==> config.mk <==
export PLATFORM = sky130hd
export DESIGN_NAME = bcm_ram
export DESIGN_NICKNAME = d
export VERILOG_FILES = /design/src/rtl/bcm_ram.sv
export SDC_FILE = /design/constraint.sdc
export NUM_CORES = 1
export LEC_CHECK = 0
export BUFFER_PORTS_ARGS = -buffer_cell sky130_fd_sc_hd__buf_2
export CORE_MARGIN = 2
export CORE_UTILIZATION = 30
export CTS_CLUSTER_DIAMETER = 40
export CTS_CLUSTER_SIZE = 10
export DETAILED_ROUTE_END_ITERATION = 16
export GPL_TIMING_DRIVEN = 0
export PLACE_DENSITY = 0.55
export SLEW_MARGIN = 20
export SYNTH_ARGS = -nofsm -noshare
export SYNTH_HDL_FRONTEND = slang
export SYNTH_SLANG_ARGS = --single-unit
==> constraint.sdc <==
create_clock -name clk -period 2.9 [get_ports clk]
set_input_delay 0.29 -clock clk [delete_from_list [all_inputs] [get_ports clk]]
set_output_delay 0.29 -clock clk [all_outputs]
set_load 0.03 [all_outputs]
==> src/rtl/bcm_ram.sv <==
// Generic single-port-write, single-read RAM with registered read.
module bcm_ram #(
  parameter int WIDTH = 8,
  parameter int DEPTH = 16
) (
  input  logic                     clk,
  input  logic                     we,
  input  logic [$clog2(DEPTH)-1:0] waddr,
  input  logic [WIDTH-1:0]         wdata,
  input  logic [$clog2(DEPTH)-1:0] raddr,
  output logic [WIDTH-1:0]         rdata
);
  logic [WIDTH-1:0] mem [DEPTH];

  always_ff @(posedge clk) begin
    if (we) mem[waddr] <= wdata;
    rdata <= mem[raddr];
  end
endmodule

==> impl_results.rst, run 1 <==
.. list-table::
   :header-rows: 1

   * - Metric
     - Value
   * - Power per standard cell area
     - 708.5 nW/um2
   * - TritonCTS Sinks
     - between 100 and 150
   * - Compound-Gate Fraction of Synth Area
     - 0.02333
   * - Multiplexer area fraction after synthesis
     - 0.1502
   * - Worst rel slew slack
     - 0.4352
   * - I/O Pins
     - 26
   * - Synth cell types
     - 19
   * - Mean cell area of the mapped netlist
     - 22.48 um2
   * - Non-filler cells, final
     - 504
   * - Area Growth Syn to Fin
     - 17.87%
   * - Maximum number of pins on one net before global-route repair
     - 17
   * - Number of vias per cell
     - 4.615
   * - Synth Area in Adders
     - 0
   * - Final HPWL from detailed placement
     - between 6000 and 7000 um
   * - Average routed wire per standard cell
     - slightly below 20 um
   * - Number of cells on the worst reg-to-reg path
     - 3
   * - Reg-to-reg critical path endpoint
     - rdata[1]$_DFF_P_
   * - Overflow left after global routing
     - 0
   * - Die X
     - 135.0 um
   * - Total negative slack
     - 0 ns
   * - First-pass GRT wire length
     - 15110 um
   * - Count of port buffers added during placement
     - 24
   * - Post-synth net total
     - 247
   * - Fmax achieved
     - ~620 MHz
   * - Number of rows in the core area
     - 47
   * - Initial antenna violation count
     - 0
   * - Worst-path fanout max
     - 8
   * - Worst Setup Start Kind
     - primary input
   * - Util after Layout
     - 0.3633
   * - Worst IR drop on VDD
     - 463.3 uV
   * - Cell at the root of the clock tree
     - clkbuf_16
   * - Overall routed net length
     - 10030 um
   * - Reg2Reg Launch Point
     - mem[5][1]$_DFFE_PP_
   * - Initial drt markers
     - 158
   * - Fin nets
     - 290
   * - Placer congestion estimate
     - ~0.7
   * - Commonest cells after routing, fill and taps aside
     - edfxtp_1 (128), buf_2 (27), mux4_2 (18)
   * - TritonCTS clock tree
     - done
   * - Synth Area in XOR/XNOR
     - 0
   * - Setup bufs post-CTS
     - 0
   * - Worst Hold Depth
     - 1
   * - Max-slew violation total from the final report
     - 0
   * - Period Utilization, post-route
     - 0.5522
   * - Worst hold start
     - wdata[3]
   * - Status
     - completed
   * - Cell area after technology mapping
     - 5147 um2
   * - Die area
     - 18220 um2
   * - Critical Path End Type
     - register
   * - Shortest clock period the worst path allows after layout
     - 1.601 ns
   * - Via count of the first global-routing pass
     - between 2k and 2.5k
   * - Sequential element share of the synthesized area
     - 0.7778
   * - Skew final
     - 0.004085 ns
   * - Post-synthesis cell count
     - between 200 and 250
   * - Residual DRC count
     - 0
   * - Number of clock buffers inserted by TritonCTS
     - 17
   * - MaxCap Viol Count
     - 0
   * - Fraction of the mapped netlist area in simple logic gates
     - 0.03184
   * - Lkg Pwr
     - 1.985 nW
   * - End point of the most critical hold path
     - mem[11][3]$_DFFE_PP_
   * - Area taken by multi-input logic gates
     - 1077 um2
   * - Number of placed cells counting well taps
     - 473
   * - Number of hold-slack violations in the final timing report
     - 0
   * - Category of the most critical setup path
     - primary input to register
   * - CP Data Required Time
     - roughly 3 ns
   * - Antenna-violating nets left
     - 0
   * - Post-CTS sizing
     - 0
   * - Count of TritonRoute iterations in the first routing pass
     - 4
   * - Floorplan die height
     - 135.0 um
   * - Core outline area
     - 16700 um2
   * - Fillers
     - 1558
   * - Worst-Margin Slew
     - 0.8442 ns
   * - Register-to-register setup slack
     - about 1.4 ns
   * - H-tree lvl count
     - 4
   * - Type of the worst min-delay path
     - primary input to register
   * - Initial core utilization
     - 0.3082
   * - Via total after detailed routing
     - roughly 2.3k
   * - Number of diodes added for antenna fixing
     - 0
   * - Overall power of the completed layout
     - roughly 4.3 mW
   * - Share of final-layout standard cells stronger than drive strength 1
     - 0.2641
   * - Leading cell type in the layout, fill and taps excluded
     - edfxtp_1
   * - Number of warnings issued by yosys
     - 0
   * - Worst EP arrival
     - 1.63 ns
   * - Area taken by flip-flops and latches
     - about 4000 um2
   * - Number of hold buffers added after cts
     - 0
   * - Combinational family with the most area after synthesis
     - multiplexers
   * - Clk slew on worst S/H paths
     - 0.05 ns
   * - Insertion delay to the later sink of the worst-skew pair
     - between 0.4 and 0.5 ns
   * - #FFs+latches synth
     - roughly 140
   * - Unrepaired setup endpoints after global routing
     - no
   * - Number of buffers on the longest clock path
     - 2
   * - Aggregate global-route resource usage
     - 0.1211
   * - Final setup violation count
     - 0
## sequential cells by signal, summed over array words and instances (netlist names)
register / count
rdata: 8
mem: 128
## power by group
group | switching [mW] | total [mW] | internal [mW]
Clock | 0.703 | 1.85 | 1.15
Sequential | 0.00881 | 2.21 | 2.20
Combinational | 0.149 | 0.236 | 0.0877
Total | 0.861 | 4.30 | 3.44
## kinds of logic after synthesis
logic type | Yosys count
AOI/OAI and AO/OA | 16
buffers and inverters | 10
DFF | 136
muxes | 32
and+or+nand+nor | 35
## worst max-delay path by stage
stage / from / to / slack [ns] / cells past startpoint
2_1_floorplan: waddr[2] / mem[0][0]$_DFFE_PP_ / 1.12 / 2
3_3_place_gp: waddr[2] / mem[0][7]$_DFFE_PP_ / 0.49 / 3
3_5_place_dp: waddr[2] / mem[3][7]$_DFFE_PP_ / 0.88 / 3
4_1_cts: waddr[2] / mem[3][4]$_DFFE_PP_ / 1.31 / 3
5_1_grt: waddr[2] / mem[3][1]$_DFFE_PP_ / 1.22 / 3
6_report: waddr[2] / mem[3][1]$_DFFE_PP_ / 1.30 / 3
## Yosys cell counts
cell / count / share of area
nor2_1: 13 / 0.0095
mux4_2: 18 / 0.079
nand3b_1: 2 / 0.0029
or3b_2: 1 / 0.0017
nor2b_1: 1 / 0.0012
nand3_1: 1 / 0.00097
and2b_1: 1 / 0.0015
nand2_1: 9 / 0.0066
mux4_1: 14 / 0.071
edfxtp_1: 128 / 0.75
buf_6: 3 / 0.0066
and2_1: 1 / 0.0012
buf_4: 1 / 0.0015
nand2b_1: 2 / 0.0024
nor3_1: 4 / 0.0039
dfxtp_1: 8 / 0.031
a22oi_1: 16 / 0.023
clkdlybuf4s25_2: 3 / 0.0058
buf_2: 3 / 0.0029
## per-stage QoR
stage	worst slack, ns	hold slack (ns)	instance area [um2]
after detailed placement	0.8778	0.6743	5563
after global placement	0.4850	0.6659	5543
after CTS	1.313	0.2708	6067
final	1.299	0.2882	6067
after global routing	1.223	0.2829	6067
after floorplan	1.117	0.3889	5147
## layout make-up
class                      instances  share of cell area
buffer                            10             0.01423
clock buffer                      23             0.07383
clock inverter                     8            0.009280
multi-input combinational         83              0.1776
sequential                       136              0.6599
tap                              220             0.04537
timing repair buffer              24             0.01980
## routing by layer
| layer | share of wire | global-route usage | wire, um | vias to the layer above |
|---|---|---|---|---|
| li1 | - | - | - | 1058 |
| met1 | 0.47 | 0.1636 | 4759 | 1199 |
| met2 | 0.46 | 0.1825 | 4656 | 55 |
| met3 | 0.044 | 0.03529 | 446 | 14 |
| met4 | 0.016 | 0.05382 | 163 | 0 |
| met5 | 0 | 0 | 0 | - |
## worst max-delay path, stage by stage
cell and delay (ns):
buf_2 0.12, or3b_2 0.55, nor2_1 0.67
No activity file was read; power rests on OpenSTA's default activity.
==> run 2: changes to the inputs <==
==> constraint.sdc (replaced) <==
create_clock -name clk -period 1.6 [get_ports clk]
set_input_delay 0.16 -clock clk [delete_from_list [all_inputs] [get_ports clk]]
set_output_delay 0.16 -clock clk [all_outputs]
set_load 0.03 [all_outputs]
==> impl_results.rst, run 2 (same netlist as run 1, synthesis figures left out) <==
.. list-table::
   :header-rows: 1

   * - Metric
     - Value
   * - Status
     - completed
   * - Final Worst Setup Slack
     - 0.1044 ns
   * - Worst Setup Start Kind
     - primary input
   * - Number of clock buffers inserted by TritonCTS
     - 17
   * - Non-filler cells, final
     - between 500 and 600
   * - Register-to-register setup slack
     - ~0.21 ns
   * - Number of flip-flops under the largest register name
     - between 100 and 150
   * - Number of vias per cell
     - 4.750
   * - First-pass GRT wire length
     - 15930 um
   * - Worst slack after detailed placement
     - -0.3355 ns
   * - Final setup violation count
     - 0
   * - End point of the most critical hold path
     - mem[6][5]$_DFFE_PP_
   * - Unrepaired setup endpoints after global routing
     - no
   * - Number of cells on the worst reg-to-reg path
     - 3
   * - Internal portion of total power
     - 6.914 mW
   * - Proportion of power drawn by the clock network
     - 0.490
   * - Post-CTS sizing
     - 0
   * - Antenna-violating nets left
     - 0
   * - Sw frac
     - 0.2043
   * - Number of placed cells counting well taps
     - around 470
   * - Share of final-layout standard cells stronger than drive strength 1
     - 0.3053
   * - H-tree lvl count
     - 4
   * - Worst hold start
     - wdata[5]
   * - Area Growth Syn to Fin
     - 20.66%
   * - Residual DRC count
     - 0
   * - Worst IR drop on VDD
     - 775.7 uV
   * - Placer congestion estimate
     - 0.6984
   * - Count of TritonRoute iterations in the first routing pass
     - 4
   * - Skew final
     - 0.006269 ns
   * - Reg-to-reg critical path endpoint
     - rdata[0]$_DFF_P_
   * - Floorplan die height
     - 135.0 um
   * - Area taken by multi-input logic gates
     - 1077 um2
   * - Worst EP arrival
     - approximately 1.5 ns
   * - Average routed wire per standard cell
     - 21.08 um
   * - Top Registers
     - mem x128, rdata x8
   * - Critical Path End Type
     - register
   * - TritonCTS clock tree
     - done
   * - Number of buffers on the longest clock path
     - 2
   * - Insertion delay to the later sink of the worst-skew pair
     - ~0.4 ns
   * - Fmax achieved
     - between 600 and 700 MHz
   * - I/O Pins
     - 26
   * - Number of diodes added for antenna fixing
     - 0
   * - Initial antenna violation count
     - 0
   * - Number of rows in the core area
     - 47
   * - Area taken by flip-flops and latches
     - 4004 um2
   * - Setup bufs post-CTS
     - 0
   * - Die X
     - 135.0 um
   * - Worst-path fanout max
     - 8
   * - Reg2Reg Launch Point
     - mem[5][0]$_DFFE_PP_
   * - Aggregate global-route resource usage
     - 0.1265
   * - Most flop-heavy register
     - mem
   * - Power per standard cell area
     - 1399 nW/um2
   * - Fin nets
     - 290
   * - CP Data Required Time
     - 1.63 ns
   * - Leading cell type in the layout, fill and taps excluded
     - edfxtp_1
   * - Die area
     - 18220 um2
   * - Combinational share of power
     - 0.050
   * - Worst rel slew slack
     - 0.3995
   * - Number of hold-slack violations in the final timing report
     - 0
   * - Category of the most critical setup path
     - primary input to register
   * - Final HPWL from detailed placement
     - 6634 um
   * - Initial drt markers
     - 298
   * - Period Utilization, post-route
     - 0.9348
   * - Cell at the root of the clock tree
     - clkbuf_16
   * - Count of port buffers added during placement
     - 24
   * - Overall routed net length
     - 10640 um
   * - Worst-Margin Slew
     - 0.8975 ns
   * - Overall power of the completed layout
     - 8.690 mW
   * - Fillers
     - 1558
   * - Clk slew on worst S/H paths
     - 0.06 ns
   * - MaxCap Viol Count
     - 0
   * - Initial core utilization
     - 0.3082
   * - Via total after detailed routing
     - between 2k and 2.5k
   * - Max-slew violation total from the final report
     - 0
   * - Commonest cells after routing, fill and taps aside
     - edfxtp_1 (128), buf_2 (27), mux4_2 (18)
   * - Net switching power figure
     - 1.776 mW
   * - Overflow left after global routing
     - 0
   * - Lkg Pwr
     - slightly above 2 nW
   * - Type of the worst min-delay path
     - primary input to register
   * - Sequential share of power
     - 0.460
   * - Number of hold buffers added after cts
     - 0
   * - Shortest clock period the worst path allows after layout
     - 1.496 ns
   * - Maximum number of pins on one net before global-route repair
     - 17
   * - TritonCTS Sinks
     - 136
   * - Worst Hold Depth
     - 1
   * - Via count of the first global-routing pass
     - roughly 2.5k
   * - Core outline area
     - roughly 17000 um2
run 2: cell types whose count changed in the layout (fill, tap and decap cells not counted):
cell,change
clkbuf_1,-6
bufinv_16,+4
clkinvlp_4,+4
clkinv_1,-5
inv_6,+4
run 2: worst max path at each step:
stage / startpoint / end / slack (ns) / cells past startpoint
6_report: waddr[2] / mem[3][1]$_DFFE_PP_ / 0.10 / 3
5_1_grt: waddr[2] / mem[3][0]$_DFFE_PP_ / 0.03 / 3
4_1_cts: waddr[2] / mem[2][3]$_DFFE_PP_ / 0.11 / 3
3_5_place_dp: waddr[2] / mem[2][7]$_DFFE_PP_ / -0.34 / 3
3_3_place_gp: waddr[2] / mem[8][2]$_DFFE_PP_ / -0.46 / 3
2_1_floorplan: waddr[2] / mem[3][0]$_DFFE_PP_ / 0.17 / 2
run 2: worst max-delay path, cell delays in order:
cell,delay [ns]
buf_2,0.12
or3b_2,0.54
nor2_1,0.71
run 2: stage by stage:
| stage | cell area [um2] | setup TNS (ns) | hold slack [ns] | util |
|---|---|---|---|---|
| finish | 6211 | 0 | 0.1534 | 0.3719 |
| CTS | 6211 | 0 | 0.1452 | 0.3719 |
| global placement | 5548 | -17.51 | 0.5680 | 0.3322 |
| floorplan | 5152 | 0 | 0.2589 | - |
| global route | 6211 | 0 | 0.1459 | 0.3719 |
| detailed placement | 5563 | -12.00 | 0.5899 | 0.3331 |
run 2: power by group through the flow:
stage	clock network, mW	logic (mW)	registers [mW]
after floorplan	0	0.202	4.12
after global placement	0	0.431	4.07
after detailed placement	0	0.441	4.08
after CTS	4.32	0.443	4.00
after global routing	4.46	0.472	4.01
final	4.26	0.434	4.00
run 2: cell type report:
| type | count | area share |
|---|---|---|
| Clock buffer | 17 | 0.06849 |
| Sequential cell | 136 | 0.6446 |
| Clock inverter | 15 | 0.03586 |
| Tap cell | 220 | 0.04432 |
| Timing Repair Buffer | 24 | 0.01934 |
| Multi-Input combinational cell | 83 | 0.1734 |
| Buffer | 10 | 0.01390 |
run 2: per-layer routing:
metal  track usage  vias to the layer above  wire, um
li1              -                     1064         -
met1        0.1907                     1250      4911
met2        0.1754                       77      4755
met3       0.04092                        8       887
met4       0.03472                        0        89
met5             0                        -         0
